[src/sv/oale_pkg.sv]
package oale_pkg;

    localparam int CAPACITY_DEF   = 64;
    localparam int DATA_WIDTH_DEF = 32;
    localparam int OPC_W          = 3;
    localparam int POS_W          = 7;

    typedef enum logic [OPC_W-1:0] {
        OP_CLEAR  = 3'd0,
        OP_INSERT = 3'd1,
        OP_DELETE = 3'd2,
        OP_READ   = 3'd3,
        OP_FIND   = 3'd4,
        OP_PRED   = 3'd5,
        OP_SUCC   = 3'd6
    } op_t;

    // shift request broadcast to every cell
    typedef struct packed {
        logic ins;
        logic del;
    } shift_ctrl_t;

    // lookup token travelling down the chain
    typedef struct packed {
        logic valid;
        logic hit;
    } tok_ctrl_t;

endpackage

[src/sv/oale_cell.sv]
module oale_cell #(
    parameter int IDX        = 0,
    parameter int DATA_WIDTH = oale_pkg::DATA_WIDTH_DEF,
    parameter int PW         = 8,
    parameter int IW         = 7
) (
    input  logic                         clk,
    input  logic                         rst_n,
    input  oale_pkg::shift_ctrl_t        ctrl,
    input  logic [PW-1:0]                shift_idx,
    input  logic signed [DATA_WIDTH-1:0] ins_value,
    input  logic signed [DATA_WIDTH-1:0] left,
    input  logic signed [DATA_WIDTH-1:0] right,
    input  logic                         find_mode,
    input  logic [PW-1:0]                tgt,
    input  logic [PW-1:0]                cnt,
    input  logic signed [DATA_WIDTH-1:0] key,
    input  oale_pkg::tok_ctrl_t          tok_in,
    input  logic signed [DATA_WIDTH-1:0] tok_data_in,
    input  logic [IW-1:0]                tok_fpos_in,
    output logic signed [DATA_WIDTH-1:0] entry,
    output oale_pkg::tok_ctrl_t          tok_out,
    output logic signed [DATA_WIDTH-1:0] tok_data_out,
    output logic [IW-1:0]                tok_fpos_out
);

    localparam logic [PW-1:0] ME = PW'(IDX);
    localparam logic [IW-1:0] FP = IW'(IDX + 1);

    logic signed [DATA_WIDTH-1:0] entry_reg, entry_next;
    oale_pkg::tok_ctrl_t          tok_reg, tok_next;
    logic signed [DATA_WIDTH-1:0] tdata_reg, tdata_next;
    logic [IW-1:0]                tfpos_reg, tfpos_next;
    logic                         match;

    always_comb
    begin
        entry_next = entry_reg;
        if (ctrl.ins)
        begin
            if (ME == shift_idx)
                entry_next = ins_value;
            else if (ME > shift_idx)
                entry_next = left;
        end
        else if (ctrl.del)
        begin
            if (ME >= shift_idx)
                entry_next = right;
        end
    end

    always_comb
    begin
        match      = find_mode ? ((ME < cnt) && (entry_reg == key)) : (ME == tgt);
        tok_next   = tok_in;
        tdata_next = tok_data_in;
        tfpos_next = tok_fpos_in;
        // first matching cell claims the token
        if (tok_in.valid && !tok_in.hit && match)
        begin
            tok_next.hit = 1'b1;
            tdata_next   = entry_reg;
            tfpos_next   = FP;
        end
    end

    always_ff @(posedge clk)
    begin
        entry_reg <= entry_next;
        tdata_reg <= tdata_next;
        tfpos_reg <= tfpos_next;
    end

    always_ff @(posedge clk or negedge rst_n)
    begin
        if (!rst_n)
            tok_reg <= '0;
        else
            tok_reg <= tok_next;
    end

    assign entry        = entry_reg;
    assign tok_out      = tok_reg;
    assign tok_data_out = tdata_reg;
    assign tok_fpos_out = tfpos_reg;

endmodule

[config.mk]
export PLATFORM = sky130hd
export DESIGN_NAME = oale_cell
export DESIGN_NICKNAME = d
export VERILOG_FILES = /design/src/sv/oale_pkg.sv /design/src/sv/oale_cell.sv
export SDC_FILE = /design/constraint.sdc
export NUM_CORES = 1
export LEC_CHECK = 0
export ABC_CLOCK_PERIOD_IN_PS = 5400
export BUFFER_PORTS_ARGS = -buffer_cell sky130_fd_sc_hd__buf_2
export CORE_AREA = 2 2 106 108
export DETAILED_ROUTE_END_ITERATION = 8
export DIE_AREA = 0 0 108 110
export PLACE_DENSITY = 0.9
export SLEW_MARGIN = 20
export SYNTH_ARGS = -nofsm -noshare
export SYNTH_HDL_FRONTEND = slang
export SYNTH_SLANG_ARGS = --single-unit
[constraint.sdc]
create_clock -name clk -period 5.4 [get_ports clk]
set_input_delay 1.35 -clock clk [delete_from_list [all_inputs] [get_ports clk]]
set_output_delay 1.35 -clock clk [all_outputs]
set_load 0.05 [all_outputs]
After elaboration in Yosys (flattened, before gate mapping)
Cells that the tools add are included.
{ "word_totals": {"out_inout_bits": 73, "reg_bits": 73, "elab_cells": 27, "inputBits": 198} }
{ "op_classes": {"reduce_logical": 9, "n_mux": 8, "magnitude_cmp": 3, "n_eq_ne": 2} }
{ "ops": {"columns": ["cell", "n"], "rows": [
  ["$mux W32", 6],
  ["$eq A32 B32 Y1", 1],
  ["$logic_not A8 Y1", 2],
  ["$ge A1 B8 Y1 const A", 1],
  ["$gt A1 B8 Y1 const A", 1],
  ["$lt A1 B8 Y1 const A", 1],
  ["$reduce_bool A2 Y1", 2],
  ["$logic_and A1 B1 Y1", 3],
  ["$ne A3 B1 Y1 const B", 1],
  ["$reduce_and A3 Y1", 1],
  ["$mux W1", 2],
  ["$logic_not A1 Y1", 1]
]} }

Depth between registers and ports, before layout
Gate-level depths: netlist (run 1).
{ "logic_depth": {"ltp_word": 5, "depth_mapped": 7, "mapped_depth_nobuf": 5} }

Least setup slack after synthesis (run 1)
OpenSTA, ideal clock, no wires.
{ "synth_timing": {"path_type": "in2reg", "startpoint": "input shift_idx[2]", "endpoint": "register entry_reg[0] (netlist: entry[0]) (enable)", "path_buffers": 1, "stages": 4, "setup_ps": 421, "t_arrival_ps": 3531, "setup_slack_ps": 1448, "path_cell_list": "nor4_1 -> nand2_1 -> buf_1 -> nor2_1"} }
{ "synth_via": {"elab_chain_cells": 3} }
{ "synth_rtl": {"columns": ["element", "line_no", "source"], "rows": [
  ["start, declared", "oale_cell.sv:10", "input logic [PW-1:0] shift_idx,"],
  ["$gt A1 B8 Y1, or another cell as far along", "oale_cell.sv:43", "else if (ME > shift_idx)"],
  ["$ne A3 B1 Y1 (no source line) / $reduce_bool A2 Y1 (equally long branches)", null, null],
  ["$reduce_and A3 Y1 (no source line) *", null, null],
  ["end signal, assigned", "oale_cell.sv:70", "entry_reg <= entry_next;"],
  ["end, declared", "oale_cell.sv:30", "logic signed [DATA_WIDTH-1:0] entry_reg, entry_next;"]
]} }
Mark *: on every way between the ends. The rest lies on a longest branch, timed or not.
A chain may end at the register's enable or synchronous reset.

Final worst setup path (run 1)
{ "layout_timing": {"startpoint": "input key[18]", "endpoint": "register tdata_reg[18] (netlist: tok_data_out[18])"} }
{ "layout_via": {"elab_chain_cells": 5} }
{ "layout_rtl": {"columns": ["element", "line_no", "source"], "rows": [
  ["start, declared", "oale_cell.sv:17", "input logic signed [DATA_WIDTH-1:0] key,"],
  ["$eq A32 B32 Y1", "oale_cell.sv:55", "match = find_mode ? ((ME < cnt) && (entry_reg == key)) : (ME == tgt);"],
  ["$logic_and A1 B1 Y1", "oale_cell.sv:55", null],
  ["$mux W1", "oale_cell.sv:55", null],
  ["$logic_and A1 B1 Y1", "oale_cell.sv:60", "if (tok_in.valid && !tok_in.hit && match)"],
  ["$mux W32", "oale_cell.sv:60", null],
  ["net tdata_next[18]", "oale_cell.sv:32", "logic signed [DATA_WIDTH-1:0] tdata_reg, tdata_next;"],
  ["end signal, assigned", "oale_cell.sv:71", "tdata_reg <= tdata_next;"],
  ["end, declared", "oale_cell.sv:32", null]
]} }
The timed path passes the listed nets, and every way through them passes these cells.

==> summary.txt, run 1 <==
status: finished clean
final worst-path cycle share: 67.2%
RSZ-0062 raised after global routing: false
VDD IR-drop max: 138 uV
Core ar.: 10700 um^2
Final Slew Violations: 0
largest net degree at the start of global routing: 67
CTS tree: done
H-tree depth: 3
WL final: 15700 um
# fillers: 995
EDFF count, synth: 32
commonest cells after routing, fill and taps aside: buf_2, dfxtp_1, nor2_1
RR Endpoint: tok_data_out[18]
Primary FF master, synth: dfxtp_1
ys async rst share: 2.74%
CP endpoint kind: flip-flop
Initial DRC Count: 362
Pleak: 2.75 nW
initial antenna violation count: 0
CP Cell Sequence: buf_2 -> xor2_1 -> nor4_1 -> nand3_2 -> buf_4 -> a221oi_1 -> o311ai_1
hold buffer count at CTS: 0
dpl cell area: 5890 um^2
Yosys warnings: 0
fmax: 0.276 GHz
placement row count: 38
drt pass-1 iters: 5
most common cell after layout, fill and taps aside: buf_2
critical path required time: 5.62 ns
Post CTS Setup Buffer Count: 0
clk buf depth: 2
max cap viols: 0
final clock skew: 0.0110 ns
Max-slew headroom: 41.1%
crit path launch type: primary input
crit path max fanout: 38
min-delay src: entry[20]
I/O pin count: 271
Setup TNS: 0 ns
Reg2Reg Setup Slack: 2.35 ns
Final #Nets: 917
Worst Setup EP: tok_data_out[18]
Die Width: 108 um
# clock sinks: 73
Final min period: 3.63 ns
Mapped Cells: 475
grt ovf: 0
CTS resizes: 0
HP Class: reg2reg
final hold violation count: 0
Mapped Nets: 673
final setup vio count: 0
share of cells above drive strength 1: 42.4%
Final ANT Viol Nets: 0
synth unique cells: 30
IO Port Bufs: 270
Total GRT Usage: 25.6%
smallest hold slack: 0.663 ns
RePlAce Congestion: 0.853
vias in the first global route: 4603
Pwr per Cell Area: 233 nW/um^2
synthesis-stage register bit count: 73
via count: 4933
kind of critical path: in2reg
CTS Buf Count: 9
CTS clk-pin slew, worst paths: 0.08 ns
Final HPWL DP: 11700 um
Seq/Total Area, Yosys: 40.1%
Die Span Y: 110 um
worst slew pin tran: 0.881 ns
clock root buffer: clkbuf_8
Starting Density: 41.8%
critical path's slowest cell: nand3_2
Worst path max stage delay: 0.65 ns
die area: 11900 um^2
syn_area_per_cell: 9.41 um^2
Layout area overhead: 37.0%
Netlist Area Pre-Place: 4470 um^2
worst-skew pair later-pin latency: 0.35 ns
first-pass GRT wire length: 23100 um
Crit. Startpoint: key[18]
Reg2Reg Depth: 6
wire per inst: 18.2 um
r2r startpoint: entry[3]
Residual DRC: 0
Final Instance Area: 6120 um^2
Critical Path AT: 3.85 ns
Via density: 5.70
## routing by layer
metal  vias to the layer above  routed length [um]  global-route usage [%]
met3                        49                1240                    4.35
li1                       2310                   -                       -
met2                       287                7680                    42.9
met5                         -                   0                       0
met4                         0                 623                    12.5
met1                      2287                6180                    32.1
## worst min-delay path by stage
stage	cells after the start	slack (ns)	to
after floorplan	2	0.87	tok_data_out[10]
after global placement	2	0.63	tok_data_out[20]
after detailed placement	2	0.64	tok_data_out[20]
after CTS	2	0.65	tok_data_out[20]
after global routing	2	0.69	tok_data_out[15]
final	2	0.66	tok_data_out[20]
## per-stage QoR
stage | utilization, % | setup WS, ns | total power [W] | instances
finish | 57.2 | 1.77 | 0.00143 | 865
global route | 57.2 | 1.70 | 0.00149 | 864
CTS | 57.2 | 1.91 | 0.00144 | 864
detailed placement | 55.0 | 1.54 | 0.000942 | 848
global placement | 55.0 | 1.60 | 0.000936 | 848
floorplan | - | 1.45 | 0.000816 | 475
## power by group
| part | switching, W | total, W | internal, W |
|---|---|---|---|
| clock | 0.000217 | 0.000500 | 0.000283 |
| combinational | 0.000197 | 0.000320 | 0.000122 |
| sequential | 0.00000797 | 0.000610 | 0.000602 |
| total | 0.000422 | 0.00143 | 0.00101 |
## cell usage after synthesis (2+ instances only)
master	instances	share of area, %
xor2_1	30	5.9
or3_1	2	0.28
o311ai_1	30	5.9
a21oi_1	33	3.7
nor2_1	36	3.0
nor4_2	3	0.84
buf_2	5	0.56
o311ai_0	2	0.39
nor4_1	9	1.3
nand3_1	2	0.22
nand2_1	33	2.8
nor4_4	2	0.95
a221oi_1	32	6.3
edfxtp_1	32	22
o21ai_0	32	3.6
xnor2_1	2	0.39
buf_6	3	0.76
dfxtp_1	39	17
and2_1	32	4.5
mux2i_1	32	7.2
buf_1	3	0.25
nor3b_1	6	1.0
nor4b_1	32	6.3
dfrtp_1	2	1.1
clkbuf_1	36	3.0
## cell families after synthesis
group	count (synthesis)	synth area share, %
multiplexers	32	7.17
AND/OR/NAND/NOR	161	21.9
buffers and inverters	47	4.59
AO/OA/AOI/OAI	130	20.0
flip-flops	73	40.1
XOR/XNOR	32	6.27
## critical path, delay by kind of cell
kind                   cells  cell delay (ns)
XOR/XNOR                   1             0.16
AND/OR/NAND/NOR            2             1.25
buffers and inverters      2             0.58
AO/OA/AOI/OAI              2             0.48
## layout make-up
class	instances	area (um^2)	share of cell area, %
sequential	73	1790	29.3
clock inverter	3	43.8	0.715
clock buffer	13	191	3.13
timing repair buffer	280	1430	23.3
antenna	1	2.50	0.0409
tap	140	175	2.86
multi-input combinational	355	2490	40.7
No activity file was read; power rests on OpenSTA's default activity.
==> run 2: changes to the inputs <==
--- a/config.mk
+++ b/config.mk
@@ -5,12 +5,13 @@
 export SDC_FILE = /design/constraint.sdc
 export NUM_CORES = 1
 export LEC_CHECK = 0
-export ABC_CLOCK_PERIOD_IN_PS = 5400
+export ABC_AREA = 1
+export ABC_CLOCK_PERIOD_IN_PS = 3400
 export BUFFER_PORTS_ARGS = -buffer_cell sky130_fd_sc_hd__buf_2
-export CORE_AREA = 2 2 106 108
+export CORE_AREA = 2 2 104 106
 export DETAILED_ROUTE_END_ITERATION = 8
-export DIE_AREA = 0 0 108 110
-export PLACE_DENSITY = 0.9
+export DIE_AREA = 0 0 106 108
+export PLACE_DENSITY = 0.83
 export SLEW_MARGIN = 20
 export SYNTH_ARGS = -nofsm -noshare
 export SYNTH_HDL_FRONTEND = slang
==> constraint.sdc (replaced) <==
create_clock -name clk -period 3.4 [get_ports clk]
set_input_delay 0.85 -clock clk [delete_from_list [all_inputs] [get_ports clk]]
set_output_delay 0.85 -clock clk [all_outputs]
set_load 0.05 [all_outputs]
==> run 2 against run 1 <==
Against the previous run:
- sequential power up 57%
- routed wire length down 21%
- hold slack worse by 0.39 ns
- count of clock-buffer cells in the layout down 2
- critical path depth up 3
- first-iteration DRC count down 58%
- cell area down 15%
- utilization down 6.3 points
- power up 43%
- global-route usage down 4.3 points
- synthesized cell count down 7.6%
- area after synthesis down 20%
- critical endpoint is now tok_data_out[1]
- largest cell class is now sequential cells
- largest power group unchanged
- highest routed layer unchanged
==> summary.txt, run 2 <==
final worst-path cycle share: 62.4%
Gate power share: 19.6% (was 22.4%)
RePlAce Congestion: 0.926 (was 0.853)
share of cells above drive strength 1: 43.7% (was 42.4%)
Mapped Cells: 439 (was 475)
wire per inst: 14.7 um (was 18.2 um)
GRT met3 Usage: 4.28% (was 4.35%)
Critical Path AT: 2.41 ns (was 3.85 ns)
H-tree depth: 3 (unchanged)
sequential power share: 47.1% (was 42.7%)
ys async rst share: 2.74% (unchanged)
EDFF count, synth: 32 (unchanged)
Final ANT Viol Nets: 0 (unchanged)
Power Internal: 0.00145 W (was 0.00101 W)
via count: 3877 (was 4933)
synthesis-stage register bit count: 73 (unchanged)
fmax: 0.471 GHz
critical path required time: 3.69 ns (was 5.62 ns)
kind of critical path: in2reg (unchanged)
switching pwr: 0.000583 W (was 0.000422 W)
Die Span Y: 108 um (was 110 um)
WL final: 12400 um (was 15700 um)
commonest cells after routing, fill and taps aside: buf_2, nand2_1, a21oi_1, nor2_1, dfxtp_1 (was buf_2, dfxtp_1, nor2_1)
status: finished clean (unchanged)
CTS tree: done (unchanged)
Via density: 4.60 (was 5.70)
VDD IR-drop max: 184 uV (was 138 uV)
Post CTS Setup Buffer Count: 0 (unchanged)
largest net degree at the start of global routing: 39 (was 67)
# fillers: 1006 (was 995)
IO Port Bufs: 270 (unchanged)
Pwr per Cell Area: 391 nW/um^2 (was 233 nW/um^2)
CTS clk-pin slew, worst paths: 0.08 ns (about the same)
Synth area leaders: edfxtp_1, dfxtp_1, nand2_1 (was edfxtp_1, dfxtp_1, mux2i_1)
Synth top area share: 26.9% (was 21.5%)
sw frac: 28.6% (was 29.5%)
grt ovf: 0 (unchanged)
Pleak: 2.60 nW (was 2.75 nW)
# clock sinks: 73 (unchanged)
r2r startpoint: entry[0] (was entry[3])
initial antenna violation count: 0 (unchanged)
Place WS: 0.912 ns (was 1.54 ns)
list of most frequent post-synthesis cells: nand2_1, a21oi_1, nor2_1, dfxtp_1, edfxtp_1 (was dfxtp_1, clkbuf_1, nor2_1, a21oi_1, nand2_1)
Final HPWL DP: 9960 um (was 11700 um)
Primary FF master, synth: dfxtp_1 (unchanged)
Initial DRC Count: 152 (was 362)
most common cell after layout, fill and taps aside: buf_2 (unchanged)
antenna cell count: 0 (was 1)
Final Instance Area: 5220 um^2 (was 6120 um^2)
met1 Usage GRT: 26.4% (was 32.1%)
RSZ-0062 raised after global routing: false (unchanged)
dpl cell area: 5010 um^2 (was 5890 um^2)
hold buffer count at CTS: 0 (unchanged)
M2 GR Usage: 36.6% (was 42.9%)
worst-skew pair later-pin latency: 0.34 ns (was 0.35 ns)
cell taking the most area after synthesis: edfxtp_1 (unchanged)
worst slew pin tran: 0.999 ns (was 0.881 ns)
area of the multi-input gates: 1570 um^2 (was 2490 um^2)
crit path max fanout: 38 (unchanged)
CTS Buf Count: 9 (unchanged)
synth unique cells: 24 (was 30)
Layout area overhead: 46.0% (was 37.0%)
most crowded layer after global routing: met2 (unchanged)
CP endpoint kind: flip-flop (unchanged)
Final min period: 2.12 ns
I/O pin count: 271 (unchanged)
final core utilization: 51.0% (was 57.2%)
cell with the most instances after synthesis: nand2_1 (was dfxtp_1)
drt pass-1 iters: 4 (was 5)
Residual DRC: 0 (unchanged)
placement row count: 37 (was 38)
vias in the first global route: 3758 (was 4603)
syn_area_per_cell: 8.14 um^2 (was 9.41 um^2)
Seq. cell area: 1790 um^2 (unchanged)
clk buf depth: 2 (unchanged)
Reg2Reg Depth: 9 (was 6)
die area: 11400 um^2 (was 11900 um^2)
setup ws final: 1.28 ns (was 1.77 ns)
CTS resizes: 0 (unchanged)
RR Endpoint: tok_data_out[1] (was tok_data_out[18])
first-pass GRT wire length: 18800 um (was 23100 um)
Max-slew headroom: 33.4% (was 41.1%)
Total GRT Usage: 21.3% (was 25.6%)
Seq/Total Area, Yosys: 50.1% (was 40.1%)
Final #Nets: 900 (was 917)
final clock skew: 0.0125 ns (was 0.0110 ns)
Reg2Reg Setup Slack: 1.35 ns (was 2.35 ns)
crit path launch type: primary input (unchanged)
Die Width: 106 um (was 108 um)
max cap viols: 0 (unchanged)
clock root buffer: clkbuf_8 (unchanged)
Starting Density: 34.9% (was 41.8%)
clock power share: 33.3% (was 35.0%)
HP Class: in2async (was reg2reg)
final setup vio count: 0 (unchanged)
Netlist Area Pre-Place: 3570 um^2 (was 4470 um^2)
Core ar.: 10200 um^2 (was 10700 um^2)
Setup TNS: 0 ns (unchanged)
Yosys warnings: 0 (unchanged)
Final Slew Violations: 0 (unchanged)
Mapped Nets: 637 (was 673)
final hold violation count: 0 (unchanged)
## run 2: changes by cell type after synthesis, moves of 32 or more
cell,delta
and2_1,-32
nand2_1,+96
mux2i_1,-32
nor4b_1,-32
o21ai_0,-32
a221oi_1,-32
a21oi_1,+33
## run 2: layout make-up
| cell class | instances | share of cell area [%] |
|---|---|---|
| Sequential cell | 73 | 34.3 |
| Multi-Input combinational cell | 322 | 30.2 |
| Timing Repair Buffer | 276 | 26.8 |
| Clock buffer | 11 | 3.33 |
| Tap cell | 136 | 3.26 |
| Inverter | 20 | 1.44 |
| Clock inverter | 5 | 0.672 |
## run 2: worst max-delay path by stage
stage | to | slack (ns) | start
2_1_floorplan | entry[0] | 0.19 | ctrl[1]
5_1_grt | tok_data_out[1] | 1.05 | key[11]
3_5_place_dp | tok_data_out[1] | 0.91 | key[20]
4_1_cts | tok_data_out[1] | 1.27 | key[20]
3_3_place_gp | tok_data_out[1] | 0.97 | key[20]
6_report | tok_data_out[1] | 1.28 | key[0]
## run 2: kinds of logic after synthesis
kind of cell,count (synthesis),share of synthesized area (%)
buffers and inverters,44,6.02
xor gates and xnor gates,23,5.64
and+or+nand+nor,227,27.7
DFF,73,50.1
AOI/OAI and AO/OA,72,10.5
## run 2: layer usage
layer  wire length [um]  vias up
met5                  0        -
met4                331        0
met3                745       26
met2               6190      180
met1               5090     1713
li1                   -     1958
## run 2: power groups by stage
stage / logic, W / clock network, W / registers (W)
floorplan: 0.000111 / 0 / 0.00110
global placement: 0.000395 / 0 / 0.000979
detailed placement: 0.000400 / 0 / 0.000980
CTS: 0.000401 / 0.000697 / 0.000959
global route: 0.000435 / 0.000729 / 0.000962
finish: 0.000399 / 0.000679 / 0.000960
## run 2: critical path: stages
cell	delay (ns)
buf_2	0.10
xor2_1	0.15
nor2_1	0.11
nand3_1	0.12
nor2_1	0.16
nand3_1	0.12
nand2_2	0.09
buf_4	0.40
nand3_1	0.19
nand2_1	0.11
## run 2: through the flow
stage               total power, W  std cells  hold slack, ns
finish                     0.00204        843           0.274
global route               0.00213        843           0.249
CTS                        0.00206        843           0.259
detailed placement         0.00138        827           0.543
global placement           0.00137        827           0.545
floorplan                  0.00121        439           0.554
==> run 3: changes to the inputs <==
--- a/config.mk
+++ b/config.mk
@@ -6,12 +6,12 @@
 export NUM_CORES = 1
 export LEC_CHECK = 0
 export ABC_AREA = 1
-export ABC_CLOCK_PERIOD_IN_PS = 3400
+export ABC_CLOCK_PERIOD_IN_PS = 1800
 export BUFFER_PORTS_ARGS = -buffer_cell sky130_fd_sc_hd__buf_2
-export CORE_AREA = 2 2 104 106
+export CORE_AREA = 2 2 106 108
 export DETAILED_ROUTE_END_ITERATION = 8
-export DIE_AREA = 0 0 106 108
-export PLACE_DENSITY = 0.83
+export DIE_AREA = 0 0 108 110
+export PLACE_DENSITY = 0.84
 export SLEW_MARGIN = 20
 export SYNTH_ARGS = -nofsm -noshare
 export SYNTH_HDL_FRONTEND = slang
==> constraint.sdc (replaced) <==
create_clock -name clk -period 1.8 [get_ports clk]
set_input_delay 0.45 -clock clk [delete_from_list [all_inputs] [get_ports clk]]
set_output_delay 0.45 -clock clk [all_outputs]
set_load 0.05 [all_outputs]
==> run 3 against run 2 <==
Against the previous run:
- combinational power is 98% higher
- utilization rose by 0.41 points
- register-to-register slack worse by 1.3 ns
- cell area rose by 5.4%
- clock power grew 63%
- hold slack worse by 0.037 ns
- worst setup slack got worse by 1.2 ns
- largest power group unchanged
- die area is 3.8% higher
- global-route usage fell by 2.2 points
- routed wire length fell by 1.5%
- highest routed layer unchanged
==> summary.txt, run 3 (synthesis gave the netlist of run 2 again) <==
kind of critical path: reg2reg (was in2reg)
final worst-path cycle share: 94.9%
H-tree depth: 3 (unchanged)
status: finished clean (unchanged)
CP endpoint kind: flip-flop (unchanged)
HP Class: in2reg (was in2async)
Initial DRC Count: 162 (was 152)
most frequent CP cell: nand3_1 (unchanged)
r2r startpoint: entry[9] (was entry[0])
max cap viols: 0 (unchanged)
worst-skew pair later-pin latency: 0.34 ns (about the same)
Final HPWL DP: 9770 um (was 9960 um)
min-delay src: tok_in[1]
Final min period: 1.71 ns
Reg2Reg Setup Slack: 0.09 ns (was 1.35 ns)
Hold Crit Depth: 1
Core ar.: 10700 um^2 (was 10200 um^2)
clock root buffer: clkbuf_8 (unchanged)
worst path bufs/invs: 1 (was 2)
initial antenna violation count: 0 (unchanged)
vias in the first global route: 3587 (was 3758)
via count: 3939 (was 3877)
Pwr per Cell Area: 676 nW/um^2 (was 391 nW/um^2)
Residual DRC: 0 (unchanged)
Final Slew Violations: 0 (unchanged)
final hold violation count: 0 (unchanged)
Hold EP: tok_out[1]
crit path launch type: flip-flop (was primary input)
sequential power share: 48.8% (was 47.1%)
Die Width: 108 um (was 106 um)
Max-slew headroom: 81.9% (was 33.4%)
Starting Density: 33.4% (was 34.9%)
Power Internal: 0.00260 W (was 0.00145 W)
Critical Path AT: 1.99 ns (was 2.41 ns)
final core utilization: 51.4% (was 51.0%)
switching pwr: 0.00111 W (was 0.000583 W)
Gate power share: 21.3% (was 19.6%)
RR Endpoint: tok_data_out[5] (was tok_data_out[1])
# clock sinks: 73 (unchanged)
largest net degree at the start of global routing: 39 (unchanged)
critical path required time: 2.08 ns (was 3.69 ns)
Via density: 4.54 (was 4.60)
die area: 11900 um^2 (was 11400 um^2)
first-pass GRT wire length: 17200 um (was 18800 um)
drt pass-1 iters: 5 (was 4)
Layout area overhead: 53.9% (was 46.0%)
critical path's slowest cell: edfxtp_1 (was buf_4)
clk buf depth: 2 (unchanged)
grt ovf: 0 (unchanged)
Reg2Reg Depth: 9 (unchanged)
share of cells above drive strength 1: 47.6% (was 43.7%)
commonest cells after routing, fill and taps aside: buf_2, nand2_1, a21oi_1, nor2_1, dfxtp_1 (unchanged)
Die Span Y: 110 um (was 108 um)
RePlAce Congestion: 0.829 (was 0.926)
clock power share: 29.9% (was 33.3%)
IO Port Bufs: 270 (unchanged)
crit path max fanout: 38 (unchanged)
Pleak: 2.73 nW (was 2.60 nW)
RSZ-0062 raised after global routing: true (was false)
CTS clk-pin slew, worst paths: 0.07 ns (was 0.08 ns)
VDD IR-drop max: 349 uV (was 184 uV)
Final #Nets: 920 (was 900)
Tot Pwr: 0.00371 W (was 0.00204 W)
wire per inst: 14.0 um (was 14.7 um)
Worst path max stage delay: 0.42 ns (was 0.40 ns)
CTS Buf Count: 9 (unchanged)
sw frac: 30.0% (was 28.6%)
Final ANT Viol Nets: 0 (unchanged)
dpl cell area: 5230 um^2 (was 5010 um^2)
most common cell after layout, fill and taps aside: buf_2 (unchanged)
fmax: 0.586 GHz
CP Cell Sequence: or2_1 -> a21oi_2 -> nand3_1 -> nor2_1 -> nand3_1 -> nand2_2 -> buf_12 -> nand3_1 -> nand2_1 (was buf_2 -> xor2_1 -> nor2_1 -> nand3_1 -> nor2_1 -> nand3_1 -> nand2_2 -> buf_4 -> nand3_1 -> nand2_1)
worst slew pin tran: 0.274 ns (was 0.999 ns)
# fillers: 1063 (was 1006)
final setup vio count: 0 (unchanged)
final clock skew: 0.0188 ns (was 0.0125 ns)
Total GRT Usage: 19.1% (was 21.3%)
placement row count: 38 (was 37)
antenna cell count: 0 (unchanged)
CTS tree: done (unchanged)
Top Family by Delay on Critical Path: simple AND/OR/NAND/NOR gates (unchanged)
I/O pin count: 271 (unchanged)
Final Instance Area: 5500 um^2 (was 5220 um^2)
WL final: 12200 um (was 12400 um)
run 3: worst register-to-register path: cells and delay by family, from the launching register on:
kind,cells,cell delay [ns]
AO/OA/AOI/OAI,1,0.15
buffers and inverters,1,0.22
flip-flops,1,0.42
AND/OR/NAND/NOR,7,0.86
run 3: power by group through the flow:
| stage | Combinational [W] | Clock [W] | Sequential, W |
|---|---|---|---|
| floorplan | 0.000212 | 0 | 0.00208 |
| global placement | 0.000769 | 0 | 0.00185 |
| detailed placement | 0.000776 | 0 | 0.00185 |
| CTS | 0.000780 | 0.00115 | 0.00181 |
| global route | 0.000859 | 0.00122 | 0.00182 |
| finish | 0.000791 | 0.00111 | 0.00181 |
run 3: final cells by class:
class                      count  area (um^2)  share of cell area (%)
sequential                    73         1790                    32.6
multi-input combinational    322         1650                    29.9
timing repair buffer         296         1640                    29.9
tap                          140          175                    3.19
clock buffer                   9          124                    2.25
inverter                      20         75.1                    1.37
clock inverter                 7         45.0                   0.819
run 3: timing repair:
action	CTS	global route
gates resized for setup	0	16
endpoints found under the hold margin	2	0
endpoints found under the setup margin	0	40
hold buffers	1	0
buffers inserted	0	2
run 3: worst max-delay path by stage:
stage | start | endpoint | slack, ns | depth (start not counted)
after CTS | entry[9] | tok_data_out[3] | 0.05 | 10
final | entry[9] | tok_data_out[5] | 0.09 | 9
after floorplan | shift_idx[1] | entry[0] | -0.08 | 4
after detailed placement | key[9] | tok_data_out[14] | -0.08 | 11
after global routing | entry[9] | tok_data_out[7] | -0.06 | 9
after global placement | key[9] | tok_data_out[12] | -0.04 | 11
run 3: routing by layer:
| metal | vias up | GRT usage, % | wire, um |
|---|---|---|---|
| li1 | 2004 | - | - |
| met1 | 1758 | 24.0 | 5090 |
| met2 | 161 | 33.6 | 6200 |
| met3 | 16 | 4.12 | 738 |
| met4 | 0 | 4.76 | 150 |
| met5 | - | 0 | 0 |
run 3: stage by stage:
stage	hold slack [ns]	setup slack, ns	setup TNS (ns)	cells
2_1_floorplan	0.154	-0.0778	-2.49	439
3_3_place_gp	0.239	-0.0443	-1.14	847
3_5_place_dp	0.243	-0.0778	-1.83	847
4_1_cts	0.214	0.0497	0	864
5_1_grt	0.210	-0.0559	-1.17	867
6_report	0.238	0.0925	0	867
